**config.mk**
```make
export PLATFORM = sky130hd
export DESIGN_NAME = bblur_ctrl
export DESIGN_NICKNAME = d
export VERILOG_FILES = /design/src/bblur_pkg.sv /design/src/bblur_ctrl.sv
export SDC_FILE = /design/constraint.sdc
export NUM_CORES = 1
export LEC_CHECK = 0
export ABC_CLOCK_PERIOD_IN_PS = 950
export BUFFER_PORTS_ARGS = -buffer_cell sky130_fd_sc_hd__buf_2
export CORE_AREA = 2 2 39 41
export DETAILED_ROUTE_END_ITERATION = 6
export DIE_AREA = 0 0 41 43
export PLACE_DENSITY = 0.55
export SETUP_SLACK_MARGIN = 0.5
export SLEW_MARGIN = 10
export SYNTH_ARGS = -nofsm -noshare
export SYNTH_HDL_FRONTEND = slang
export SYNTH_SLANG_ARGS = --single-unit
```
**constraint.sdc**
```tcl
create_clock -name clk -period 0.95 [get_ports clk]
set_input_delay 0.19 -clock clk [delete_from_list [all_inputs] [get_ports clk]]
set_output_delay 0.19 -clock clk [all_outputs]
set_load 0.02 [all_outputs]
```
**src/bblur_pkg.sv**
```systemverilog
`timescale 1ns / 1ps
// ----------------------------------------------------------------------------
// bblur_pkg: shared types and constants of the 3x3 box blur
// Payload structs, controller/datapath command and status groups,
// register codes and the reciprocal table for the mean division.
// ----------------------------------------------------------------------------
package bblur_pkg;

  // Field widths fixed by the pixel format and the register map.
  localparam int CH_W       = 8;
  localparam int PIX_W      = 3 * CH_W;
  localparam int FW_W       = 12;
  localparam int FH_W       = 16;
  localparam int ROW_W      = FH_W + 1;
  localparam int CFG_IDX_W  = 2;
  localparam int CFG_DATA_W = 16;
  localparam int WIN_N      = 9;

  // A sum of nine 8-bit values and a count of 1 to 9.
  localparam int SUM_W      = 12;
  localparam int CNT_W      = 4;

  // Reciprocal multiply: floor(s / n) == (s * ceil(2^16 / n)) >> 16 for s < 2^12.
  localparam int RECIP_SH   = 16;
  localparam int RECIP_W    = RECIP_SH + 1;
  localparam int PROD_W     = SUM_W + RECIP_W;

  // Register indexes.
  localparam logic [CFG_IDX_W-1:0] REG_FRAME_WIDTH  = 2'd0;
  localparam logic [CFG_IDX_W-1:0] REG_FRAME_HEIGHT = 2'd1;

  // Item commands.
  localparam logic CMD_PIXEL = 1'b0;
  localparam logic CMD_DRAIN = 1'b1;

  // Reset register values.
  localparam int RST_FRAME_WIDTH  = 640;
  localparam int RST_FRAME_HEIGHT = 480;

  typedef struct packed {
    logic            cmd;
    logic [CH_W-1:0] in_blue;
    logic [CH_W-1:0] in_green;
    logic [CH_W-1:0] in_red;
  } pix_in_t;

  typedef struct packed {
    logic [CH_W-1:0] out_blue;
    logic [CH_W-1:0] out_green;
    logic [CH_W-1:0] out_red;
    logic            frame_end;
  } pix_out_t;

  // Commands from the controller to the datapath.
  typedef struct packed {
    logic load;  // capture the accepted item
    logic rd;    // read both line stores, latch the result's mask
    logic sum;   // add up the masked window
    logic wr;    // shift the window, write line stores, step counters
    logic div;   // divide and load the output register
  } dp_cmd_t;

  // Status from the datapath to the controller.
  typedef struct packed {
    logic in_frame;
    logic pend_zero;
    logic pre_res;
    logic post_res;
    logic out_free;
  } dp_stat_t;

  function automatic logic [RECIP_W-1:0] recip_of(input logic [CNT_W-1:0] n);
    logic [RECIP_W-1:0] r;
    case (n)
      4'd2:    r = 17'd32768;
      4'd3:    r = 17'd21846;
      4'd4:    r = 17'd16384;
      4'd5:    r = 17'd13108;
      4'd6:    r = 17'd10923;
      4'd7:    r = 17'd9363;
      4'd8:    r = 17'd8192;
      4'd9:    r = 17'd7282;
      default: r = 17'd65536;
    endcase
    return r;
  endfunction

endpackage

```
**src/bblur_ctrl.sv**
```systemverilog
`timescale 1ns / 1ps
// ----------------------------------------------------------------------------
// bblur_ctrl: sequencer of the 3x3 box blur
// Accepts or drops items, then steps the datapath through read and write,
// with sum and divide when a result is due, for each window advance.
// ----------------------------------------------------------------------------
module bblur_ctrl
  import bblur_pkg::*;
(
  input  logic     clk,
  input  logic     rst_n,
  input  logic     in_valid,
  input  logic     in_cmd,
  output logic     in_stall,
  output logic     cfg_ready,
  input  dp_stat_t stat,
  output dp_cmd_t  cmd
);

  typedef enum logic [2:0] {
    ST_IDLE,
    ST_RD,
    ST_SUM_PRE,
    ST_WR,
    ST_SUM_POST,
    ST_DIV
  } state_t;

  state_t state_r, state_nxt;
  logic   pre_r, pre_nxt;
  logic   post_r, post_nxt;
  logic   second_r, second_nxt;
  logic   take_pix, take_drain;

  // A pixel is taken inside the frame; a drain tick only while results are owed.
  assign take_pix   = in_valid && (in_cmd == CMD_PIXEL) && stat.in_frame;
  assign take_drain = in_valid && (in_cmd == CMD_DRAIN) && !stat.in_frame &&
                      !stat.pend_zero;

  // Next state logic.
  always_comb begin
    state_nxt  = state_r;
    pre_nxt    = pre_r;
    post_nxt   = post_r;
    second_nxt = second_r;
    unique case (state_r)
      ST_IDLE: begin
        if (take_pix || take_drain) begin
          state_nxt  = ST_RD;
          second_nxt = take_drain;
        end
      end
      ST_RD: begin
        pre_nxt   = stat.pre_res;
        post_nxt  = stat.post_res;
        state_nxt = stat.pre_res ? ST_SUM_PRE : ST_WR;
      end
      ST_SUM_PRE: begin
        state_nxt = ST_WR;
      end
      ST_WR: begin
        if (post_r) begin
          state_nxt = ST_SUM_POST;
        end else if (pre_r) begin
          state_nxt = ST_DIV;
        end else if (second_r) begin
          // A drain tick that gave nothing advances once more.
          second_nxt = 1'b0;
          state_nxt  = ST_RD;
        end else begin
          state_nxt = ST_IDLE;
        end
      end
      ST_SUM_POST: begin
        state_nxt = ST_DIV;
      end
      ST_DIV: begin
        if (stat.out_free) begin
          state_nxt = ST_IDLE;
        end
      end
      default: begin
        state_nxt = ST_IDLE;
      end
    endcase
  end

  // State and flags.
  always_ff @(posedge clk) begin
    if (!rst_n) begin
      state_r  <= ST_IDLE;
      pre_r    <= 1'b0;
      post_r   <= 1'b0;
      second_r <= 1'b0;
    end else begin
      state_r  <= state_nxt;
      pre_r    <= pre_nxt;
      post_r   <= post_nxt;
      second_r <= second_nxt;
    end
  end

  // Handshake and datapath commands decoded from the state.
  assign in_stall  = (state_r != ST_IDLE);
  assign cfg_ready = (state_r == ST_IDLE);

  always_comb begin
    cmd      = '0;
    cmd.load = (state_r == ST_IDLE) && in_valid;
    cmd.rd   = (state_r == ST_RD);
    cmd.sum  = (state_r == ST_SUM_PRE) || (state_r == ST_SUM_POST);
    cmd.wr   = (state_r == ST_WR);
    cmd.div  = (state_r == ST_DIV) && stat.out_free;
  end

  // The sum before the window shift only serves a result at the start of a row.
  a_sum_pre_only_for_pre: assert property (@(posedge clk) disable iff (!rst_n)
    (state_r == ST_SUM_PRE) |-> pre_r)
    else $error("pre-shift sum without a pending row-start result");

  // A second advance is only tried by a drain tick.
  a_second_is_drain: assert property (@(posedge clk) disable iff (!rst_n)
    (state_r == ST_IDLE && take_pix) |=> !second_r)
    else $error("pixel transaction armed a second advance");

  // At most one result per advance.
  a_one_result: assert property (@(posedge clk) disable iff (!rst_n)
    (state_r == ST_WR) |-> !(pre_r && post_r))
    else $error("two results from one advance");

endmodule

```
; Yosys cells after proc, flatten, opt, wreduce, memory -nomap -nowiden
; Index checks and enable logic that the tools add are counted.
[word_totals]
out_inout_bits = 7
ff_bits = 6
[op_classes]
mux = 11
eq_ne = 9
bitwise_logic = 1
reduce_logical = 16
[ops]
columns = op, count
row1 = 3-bit one-hot mux with 6 select lines, 1
row2 = 3-bit two-way mux, 4
row3 = 1-bit logical AND, 7
row4 = 3-bit by 2-bit == test with 1-bit output (second input constant), 2
row5 = 3-bit == test (second input constant), 2
row6 = 2-bit != test (second input constant), 3
row7 = 1-bit two-way mux, 5
row8 = 4-bit AND reduction, 1
row9 = 3-bit by 1-bit == test with 1-bit output (second input constant), 1
row10 = 3-bit logical NOT, 1
row11 = 3-bit nonzero test, 1
row12 = 1-bit logical NOT, 2
row13 = 1-bit logical OR, 2
row14 = 2-bit by 1-bit != test with 1-bit output (second input constant), 1
row15 = 1-bit one-hot mux with 2 select lines, 1
row16 = 2-bit AND reduction, 1
row17 = 2-bit nonzero test, 1
row18 = 1-bit inverter, 1

; Longest topological paths before layout
; Gate-level depths: netlist (run 1).
[logic_depth]
depth_word = 6
ltp_mapped = 5

; Least setup slack after synthesis (run 1)
; Ideal clock, no wire load.
[synth_path]
path_kind = register to output
startpoint = register state_r[1]
endpoint = output port cmd[2] (netlist bit)
stages_incl_launch_ff = 4
path_slack_ns = -0.297
required_ns = 0.760
n_path_buf = 1
arrival_ns = 1.057
cell_sequence = dfxtp_1 buf_6 or2b_1 a21oi_1
[synth_rtl]
columns = item, line
row1 = from (decl), bblur_ctrl.sv:29  ; state_t state_r, state_nxt;
row2 = from (signal assigned), bblur_ctrl.sv:96  ; state_r <= state_nxt;
row3 = to (decl), bblur_ctrl.sv:17  ; output dp_cmd_t cmd

==> impl_table.tex, run 1 <==
\begin{tabular}{lr}
\hline
Metric & Value \\
\hline
\multicolumn{2}{l}{\textbf{Floorplanning}} \\
\quad Die Footprint & 1760 µm² \\
\quad Die boundary width & 41 µm \\
\quad Die height & 43 µm \\
\quad Floorplan row count & 14 \\
\quad Initial Util & 29.8\% \\
\quad Core Area & 1380 µm² \\
\quad I/O pin count & 16 \\
\multicolumn{2}{l}{\textbf{Clocking}} \\
\quad Number of clock buffers inserted by TritonCTS & 3 \\
\quad TritonCTS clock tree & done \\
\quad Cell at the root of the clock tree & clkbuf\_4 \\
\quad H-tree depth & 1 \\
\quad Number of clock sinks & 6 \\
\quad Number of buffers between clock root and the deepest sink & 2 \\
\quad Insertion delay of the later-clocked pin in the worst-skew pair & 0.25 ns \\
\quad Clock-pin slew on the worst setup and hold paths & 0.05 ns \\
\multicolumn{2}{l}{\textbf{Critical path}} \\
\quad Critical Path End Type & primary output \\
\quad Data arrival time of the critical path & 1.16 ns \\
\quad Buf/Inv on CP & 1 \\
\quad Family with the most delay on the worst path & flip-flops \\
\quad Req. time, crit path & 0.76 ns \\
\quad Standard cell with the maximum stage delay on the critical path & dfxtp\_4 \\
\quad Sort of element at the start of the critical path & flop \\
\quad Launch instance of the worst register-to-register path & state\_r[1] \\
\quad Maximum single-stage delay on the critical path & 0.37 ns \\
\quad List of cells traversed by the critical path & or2b\_4, a21oi\_2, buf\_6 \\
\quad Number of cell instances on the worst register-to-register path & 7 \\
\quad Reg2Reg Capture Point & second\_r \\
\quad Worst Path Class, Setup & flop to primary output \\
\quad Worst reg-to-reg setup slack & -0.31 ns \\
\quad Peak fanout along the critical path & 5 \\
\multicolumn{2}{l}{\textbf{GRT}} \\
\quad Vias in the first global route & 434 \\
\quad Wire length of the first global-routing pass & 1.68 mm \\
\quad Overflow after GRT & 0 \\
\quad Global Route Usage Sum & 14.5\% \\
\quad Maximum number of pins on one net before global-route repair & 9 \\
\quad Antenna violations before repair & 0 \\
\multicolumn{2}{l}{\textbf{Power and ir drop}} \\
\quad Static power due to leakage & 0.344 nW \\
\quad Switching share of total power & 34.7\% \\
\quad Combinational fraction of design power & 56.3\% \\
\quad Portion of total power attributed to the clock network & 17.5\% \\
\quad Worst vdd ir & 1110 µV \\
\quad Internal power & 0.000896 W \\
\quad Total power draw & 0.00137 W \\
\quad Psw & 0.000475 W \\
\quad Fraction of power consumed by sequential logic & 26.1\% \\
\quad Power per cell area & 1810 nW/µm² \\
\multicolumn{2}{l}{\textbf{Timing}} \\
\quad Pins Over Slew Limit & 0 \\
\quad Worst slew margin relative to its limit & 77.3\% \\
\quad Unrepaired setup endpoints after global routing & true \\
\quad Max Clock Skew & 0.00129 ns \\
\quad Final count of negative-setup-slack endpoints & 13 \\
\quad Total count of hold-check failures in the final report & 0 \\
\quad Setup WS post-layout & -0.396 ns \\
\quad Worst hold slack after final layout & 0.199 ns \\
\quad Ratio of final minimum period to clock period & 142\% \\
\quad Actual transition at the worst max-transition pin & 0.340 ns \\
\quad Peak clock frequency supported by timing & 743 MHz \\
\quad Tmin final & 1.35 ns \\
\multicolumn{2}{l}{\textbf{Drt}} \\
\quad Wire length per cell after detailed routing & 11.4 µm \\
\quad Post-detailed-route count of antenna-violating nets & 0 \\
\quad DRC viols & 0 \\
\quad Number of violations reported at the end of detailed-routing iteration 0 & 4 \\
\quad Vias & 445 \\
\quad Number of iterations in the first detailed-routing pass & 2 \\
\quad Routed via count divided by cell count & 4.64 \\
\quad Wire length reported by the detailed router & 1.09 mm \\
\multicolumn{2}{l}{\textbf{Worst hold path}} \\
\quad Worst hold path type & input port to flop \\
\quad Number of cells on the worst hold path & 3 \\
\quad Hold worst-path end & post\_r \\
\quad Min-delay src & stat[1] \\
\multicolumn{2}{l}{\textbf{Placement}} \\
\quad Cell area after placement & 571 µm² \\
\quad Number of I/O port buffers & 15 \\
\quad Worst slack after detailed placement & -0.244 ns \\
\quad Total half-perimeter wirelength after legalization and detailed placement & 711 µm \\
\quad Global placer's final weighted congestion & 0.737 \\
\multicolumn{2}{l}{\textbf{Layout}} \\
\quad Area growth from synthesis to layout & 83.9\% \\
\quad Ratio of cells with drive above 1 in the final layout & 65.0\% \\
\quad Antenna cell count & 0 \\
\quad Non-Filler Cell Area, Final & 759 µm² \\
\quad Utilization after layout & 54.9\% \\
\quad Fillcell total & 138 \\
\quad Final nets & 91 \\
\multicolumn{2}{l}{\textbf{Run}} \\
\quad Max-cap viol count & 0 \\
\multicolumn{2}{l}{\textbf{Status}} \\
\quad Run status & finished, violations left \\
\quad Violations in the final reports & negative setup slack \\
\multicolumn{2}{l}{\textbf{Logic synthesis}} \\
\quad Number of nets in the synthesized netlist & 54 \\
\quad Summed instance area of the synthesized netlist & 413 µm² \\
\quad Synth Register Bits & 6 \\
\quad Sequential share of the synthesized area & 29.1\% \\
\quad Synthesized instance count & 45 \\
\quad Ys Warns & 0 \\
\quad Distinct cell type count of the synthesized netlist & 25 \\
\quad Syn avg cell area & 9.18 µm² \\
\hline
\end{tabular}
[routing by layer]
metal | track usage, % | vias up | wire length [µm]
li1 | - | 228 | -
met1 | 16.1 | 198 | 464
met2 | 22.8 | 15 | 547
met3 | 1.57 | 4 | 46
met4 | 12.0 | 0 | 33
met5 | 0 | - | 0
[layout make-up]
type	instances	area [µm²]	area share (%)
timing repair buffer	35	297	39.0
inverter	2	7.51	0.988
clock buffer	3	22.5	2.97
multi-input combinational	34	284	37.4
sequential	6	129	17.0
tap	16	20.0	2.64
[kinds of logic (layout without fill, tap and decap cells)]
logic type | Yosys count | after routing | synth area share, %
simple gates | 19 | 19 | 33.6
compound gates | 13 | 13 | 22.7
flops | 6 | 6 | 29.1
buf+inv | 5 | 40 | 10.0
xor+xnor | 1 | 1 | 2.12
mux | 1 | 1 | 2.42
[repair_timing]
item / CTS / global route
setup endpoints to repair: 13 / 13
hold buffers: 0 / 0
pin swaps: 9 / 3
setup buffers: 8 / 1
gates resized for setup: 24 / 6
[power groups by stage]
stage               sequential (W)  clock (W)  combinational, W
floorplan                 0.000317          0          0.000388
global placement          0.000358          0          0.000507
detailed placement        0.000360          0          0.000506
CTS                       0.000349   0.000249          0.000712
global route              0.000360   0.000258          0.000824
finish                    0.000358   0.000240          0.000772
[Yosys cell counts]
library cell  count  area, µm²
o211ai_1          1       7.51
mux2i_1           1       10.0
a21boi_1          1       7.51
buf_6             3       33.8
nor2b_1           3       18.8
and2_4            1       8.76
and3b_1           1       8.76
nand3b_1          1       7.51
nand2_1           2       7.51
dfxtp_1           6        120
xnor2_1           1       8.76
nand3_1           1       5.00
o211a_1           1       10.0
a21o_1            1       7.51
nor2_1            3       11.3
nor3_4            1       16.3
nor3b_1           2       15.0
nor3b_4           1       18.8
o311ai_0          1       8.76
inv_1             2       7.51
a21oi_1           5       25.0
o21a_1            2       15.0
or2b_1            2       15.0
a22oi_2           1       12.5
nand2b_1          1       6.26
[tightest hold or removal path, stage by stage]
cell,delay [ns]
buf_2,0.07
a21oi_1,0.05
nor2b_1,0.09
[cell usage in the layout, fill, tap and decap left out, types with 2 or more instances in the layout]
| master | n |
|---|---|
| a21oi_1 | 3 |
| a21oi_2 | 2 |
| buf_2 | 9 |
| buf_4 | 11 |
| buf_6 | 15 |
| clkbuf_4 | 3 |
| dfxtp_1 | 3 |
| dfxtp_4 | 2 |
| inv_1 | 2 |
| nand2_1 | 2 |
| nor2_1 | 2 |
| nor2b_1 | 3 |
| o21a_1 | 2 |
[per-stage QoR]
stage               setup TNS [ns]  std cells
detailed placement           -2.22         84
CTS                          -3.51         95
global route                 -4.07         96
global placement             -2.05         84
finish                       -3.49         96
floorplan                    -1.84         45
[worst max path at each step]
| stage | startpoint | slack (ns) | endpoint | depth (start not counted) |
|---|---|---|---|---|
| floorplan | state_r[2] | -0.26 | second_r | 5 |
| global placement | state_r[2] | -0.22 | cmd[4] | 4 |
| detailed placement | state_r[0] | -0.24 | cmd[3] | 2 |
| CTS | state_r[1] | -0.39 | cmd[2] | 3 |
| global route | state_r[1] | -0.43 | in_stall | 4 |
| finish | state_r[1] | -0.40 | cmd[2] | 3 |
[sequential cells by signal, summed over array words and instances, names as in the netlist]
name and flops:
second_r 1, post_r 1, pre_r 1, state_r 3
Power figures use the tool's default switching activity.
==> run 2, diff against run 1 <==
--- a/config.mk
+++ b/config.mk
@@ -5,12 +5,13 @@
 export SDC_FILE = /design/constraint.sdc
 export NUM_CORES = 1
 export LEC_CHECK = 0
-export ABC_CLOCK_PERIOD_IN_PS = 950
+export ABC_CLOCK_PERIOD_IN_PS = 1630
 export BUFFER_PORTS_ARGS = -buffer_cell sky130_fd_sc_hd__buf_2
 export CORE_AREA = 2 2 39 41
+export CTS_BUF_LIST = sky130_fd_sc_hd__clkbuf_8
 export DETAILED_ROUTE_END_ITERATION = 6
 export DIE_AREA = 0 0 41 43
-export PLACE_DENSITY = 0.55
+export PLACE_DENSITY = 0.53
 export SETUP_SLACK_MARGIN = 0.5
 export SLEW_MARGIN = 10
 export SYNTH_ARGS = -nofsm -noshare
==> constraint.sdc (replaced) <==
create_clock -name clk -period 1.63 [get_ports clk]
set_input_delay 0.326 -clock clk [delete_from_list [all_inputs] [get_ports clk]]
set_output_delay 0.326 -clock clk [all_outputs]
set_load 0.02 [all_outputs]
==> run 2 against run 1 <==
The run now ends clean. Clock skew up 0.0027 ns. Total power fell by 36%. Flip-flop and latch count is the same. Count of clock-buffer cells in the layout unchanged. First-iteration DRC count is 25% lower. Sequential power fell by 44%. Register-to-register slack gained 0.67 ns. Non-clock buffer count is 7 lower. Die area unchanged.
==> impl_table.tex, run 2 (synthesis gave the netlist of run 1 again) <==
\begin{tabular}{lr}
\hline
Metric & Value \\
\hline
\multicolumn{2}{l}{\textbf{GRT}} \\
\quad Vias in the first global route & 409 (-5.8\%) \\
\quad Global-route met3 utilization & 5.24\% (+3.7 points) \\
\quad Antenna violations before repair & 0 (unchanged) \\
\quad Overflow after GRT & 0 (unchanged) \\
\quad Met1 routing resource usage after global routing & 18.1\% (+2.0 points) \\
\quad Maximum number of pins on one net before global-route repair & 7 (-2) \\
\quad Global Route Usage Sum & 15.1\% (+0.63 points) \\
\quad Routing usage on met2 & 20.6\% (-2.2 points) \\
\quad Wire length of the first global-routing pass & 1.72 mm (+2.1\%) \\
\quad Global route hottest layer & met2 \\
\multicolumn{2}{l}{\textbf{Drt}} \\
\quad Wire length reported by the detailed router & 1.07 mm (-2.5\%) \\
\quad Vias & 431 (-3.1\%) \\
\quad Routed via count divided by cell count & 4.84 (+4.5\%) \\
\quad Wire length per cell after detailed routing & 12.0 µm (+5.2\%) \\
\quad Number of violations reported at the end of detailed-routing iteration 0 & 3 (-1) \\
\quad Number of iterations in the first detailed-routing pass & 3 (+1) \\
\quad DRC viols & 0 (unchanged) \\
\quad Post-detailed-route count of antenna-violating nets & 0 (unchanged) \\
\multicolumn{2}{l}{\textbf{Power and ir drop}} \\
\quad Switching share of total power & 34.0\% (-0.66 points) \\
\quad Fraction of power consumed by sequential logic & 23.0\% (-3.1 points) \\
\quad Worst vdd ir & 645 µV (-42\%) \\
\quad Internal power & 0.000581 W (-35\%) \\
\quad Psw & 0.000300 W (-37\%) \\
\quad Combinational fraction of design power & 50.8\% (-5.5 points) \\
\quad Static power due to leakage & 0.307 nW (-11\%) \\
\quad Power per cell area & 1230 nW/µm² (-32\%) \\
\quad Portion of total power attributed to the clock network & 26.2\% (+8.7 points) \\
\multicolumn{2}{l}{\textbf{Timing}} \\
\quad Pins Over Slew Limit & 0 (unchanged) \\
\quad Sum of negative setup slack & 0 ns (+3.49 ns) \\
\quad Setup WS post-layout & 0.168 ns (+0.564 ns) \\
\quad Unrepaired setup endpoints after global routing & true \\
\quad Actual transition at the worst max-transition pin & 0.321 ns (-0.0195 ns) \\
\quad Total count of hold-check failures in the final report & 0 (unchanged) \\
\quad Ratio of final minimum period to clock period & 89.7\% \\
\quad Tmin final & 1.46 ns \\
\quad Max Clock Skew & 0.00394 ns (+0.00265 ns) \\
\quad Peak clock frequency supported by timing & 684 MHz \\
\quad Final count of negative-setup-slack endpoints & 0 (-13) \\
\quad Worst slew margin relative to its limit & 78.6\% (+1.3 points) \\
\multicolumn{2}{l}{\textbf{Placement}} \\
\quad Number of I/O port buffers & 15 (unchanged) \\
\quad Worst slack after detailed placement & 0.168 ns (+0.412 ns) \\
\quad Placed Cells incl. Taps & 74 (-12\%) \\
\quad Total half-perimeter wirelength after legalization and detailed placement & 643 µm (-9.5\%) \\
\quad Cell area after placement & 489 µm² (-14\%) \\
\quad Global placer's final weighted congestion & 0.713 (-3.2\%) \\
\multicolumn{2}{l}{\textbf{Clocking}} \\
\quad Clock-pin slew on the worst setup and hold paths & 0.04 ns (about the same) \\
\quad Number of clock buffers inserted by TritonCTS & 3 (unchanged) \\
\quad Insertion delay of the later-clocked pin in the worst-skew pair & 0.23 ns (-0.02 ns) \\
\quad Cell at the root of the clock tree & clkbuf\_8 \\
\quad Number of buffers between clock root and the deepest sink & 2 (unchanged) \\
\quad Number of clock sinks & 6 (unchanged) \\
\quad Number of buffers inserted by hold repair at cts & 0 (unchanged) \\
\quad H-tree depth & 1 (unchanged) \\
\quad TritonCTS clock tree & done \\
\multicolumn{2}{l}{\textbf{Critical path}} \\
\quad Standard cell with the maximum stage delay on the critical path & dfxtp\_4 \\
\quad Data arrival time of the critical path & 1.14 ns (-0.02 ns) \\
\quad Worst Path Class, Setup & flop to primary output \\
\quad List of cells traversed by the critical path & or2b\_1, a21oi\_2, buf\_4 \\
\quad Sort of element at the start of the critical path & flop \\
\quad Buf/Inv on CP & 1 (unchanged) \\
\quad Maximum single-stage delay on the critical path & 0.36 ns (about the same) \\
\quad Critical Path End Type & primary output \\
\quad Peak fanout along the critical path & 4 (-1) \\
\quad Worst reg-to-reg setup slack & 0.36 ns (+0.67 ns) \\
\quad Number of cell instances on the worst register-to-register path & 6 (-1) \\
\quad Cell count along the critical path & 3 (unchanged) \\
\quad Req. time, crit path & 1.30 ns (+0.54 ns) \\
\quad Family with the most delay on the worst path & flip-flops \\
\multicolumn{2}{l}{\textbf{Layout}} \\
\quad Max reg flops & 3 (unchanged) \\
\quad Non-Filler Cell Area, Final & 718 µm² (-5.4\%) \\
\quad Final cell count without fillers & 89 (-7.3\%) \\
\quad Final nets & 84 (-7.7\%) \\
\quad Register name with the most flops & state\_r \\
\quad Utilization after layout & 51.9\% (-3.0 points) \\
\quad Antenna cell count & 0 (unchanged) \\
\quad Area growth from synthesis to layout & 73.9\% \\
\quad Ratio of cells with drive above 1 in the final layout & 63.0\% (-2.0 points) \\
\quad Commonest non-fill, non-tap cells in the layout & buf\_4, buf\_6, buf\_2 \\
\multicolumn{2}{l}{\textbf{Run}} \\
\quad Max-cap viol count & 0 (unchanged) \\
\multicolumn{2}{l}{\textbf{Status}} \\
\quad Run status & finished clean \\
\multicolumn{2}{l}{\textbf{Floorplanning}} \\
\quad Die height & 43 µm (unchanged) \\
\quad Core Area & 1380 µm² (unchanged) \\
\quad Die boundary width & 41 µm (unchanged) \\
\quad Floorplan row count & 14 (unchanged) \\
\quad Die Footprint & 1760 µm² (unchanged) \\
\quad I/O pin count & 16 (unchanged) \\
\quad Initial Util & 29.8\% (unchanged) \\
\multicolumn{2}{l}{\textbf{Worst hold path}} \\
\quad Worst hold path type & input port to flop \\
\quad Number of cells on the worst hold path & 3 (unchanged) \\
\hline
\end{tabular}
-- run 2: cell types whose count changed in the layout (fill, tap and decap cells not counted), sizes merged --
| cell | change |
|---|---|
| buf | -7 |
-- run 2: worst paths after layout --
path                   start       end
hold reg to reg     second_r  second_r
setup reg to reg  state_r[1]     pre_r
setup / recovery  state_r[2]    cmd[2]
hold / removal       stat[1]    post_r
-- run 2: power groups by stage --
stage	sequential [W]	clock [W]	combinational, W
after floorplan	0.000185	0	0.000224
after global placement	0.000216	0	0.000243
after detailed placement	0.000216	0	0.000244
after CTS	0.000201	0.000235	0.000398
after global routing	0.000206	0.000244	0.000478
final	0.000202	0.000231	0.000448
-- run 2: worst reg2reg max path: stages, from the launching register on --
cell and delay, ns:
dfxtp_4 0.36, buf_6 0.13, nor3b_4 0.21, buf_4 0.14, buf_6 0.09, mux2i_1 0.17
nor2b_1 0.06
-- run 2: repair_timing --
action	CTS	global route
resized for setup	24	6
buffers inserted	8	4
setup endpoints to repair	12	11
pin swaps	6	8
-- run 2: per-stage QoR --
stage / hold WS (ns) / total power (W)
after global routing: 0.359 / 0.000928
after floorplan: 0.444 / 0.000409
after detailed placement: 0.522 / 0.000460
after global placement: 0.520 / 0.000459
after CTS: 0.353 / 0.000833
final: 0.348 / 0.000881
-- run 2: area by class of cell --
type | instances | area (µm²)
inverter | 2 | 7.51
multi-input combinational | 34 | 290
tap | 16 | 20.0
sequential | 6 | 131
fill | 137 | 666
clock buffer | 3 | 41.3
timing repair buffer | 28 | 228
-- run 2: routing by layer --
metal | vias up | wire (µm)
li1 | 217 | -
met1 | 200 | 425
met2 | 11 | 566
met3 | 3 | 49
met4 | 0 | 24
met5 | - | 0
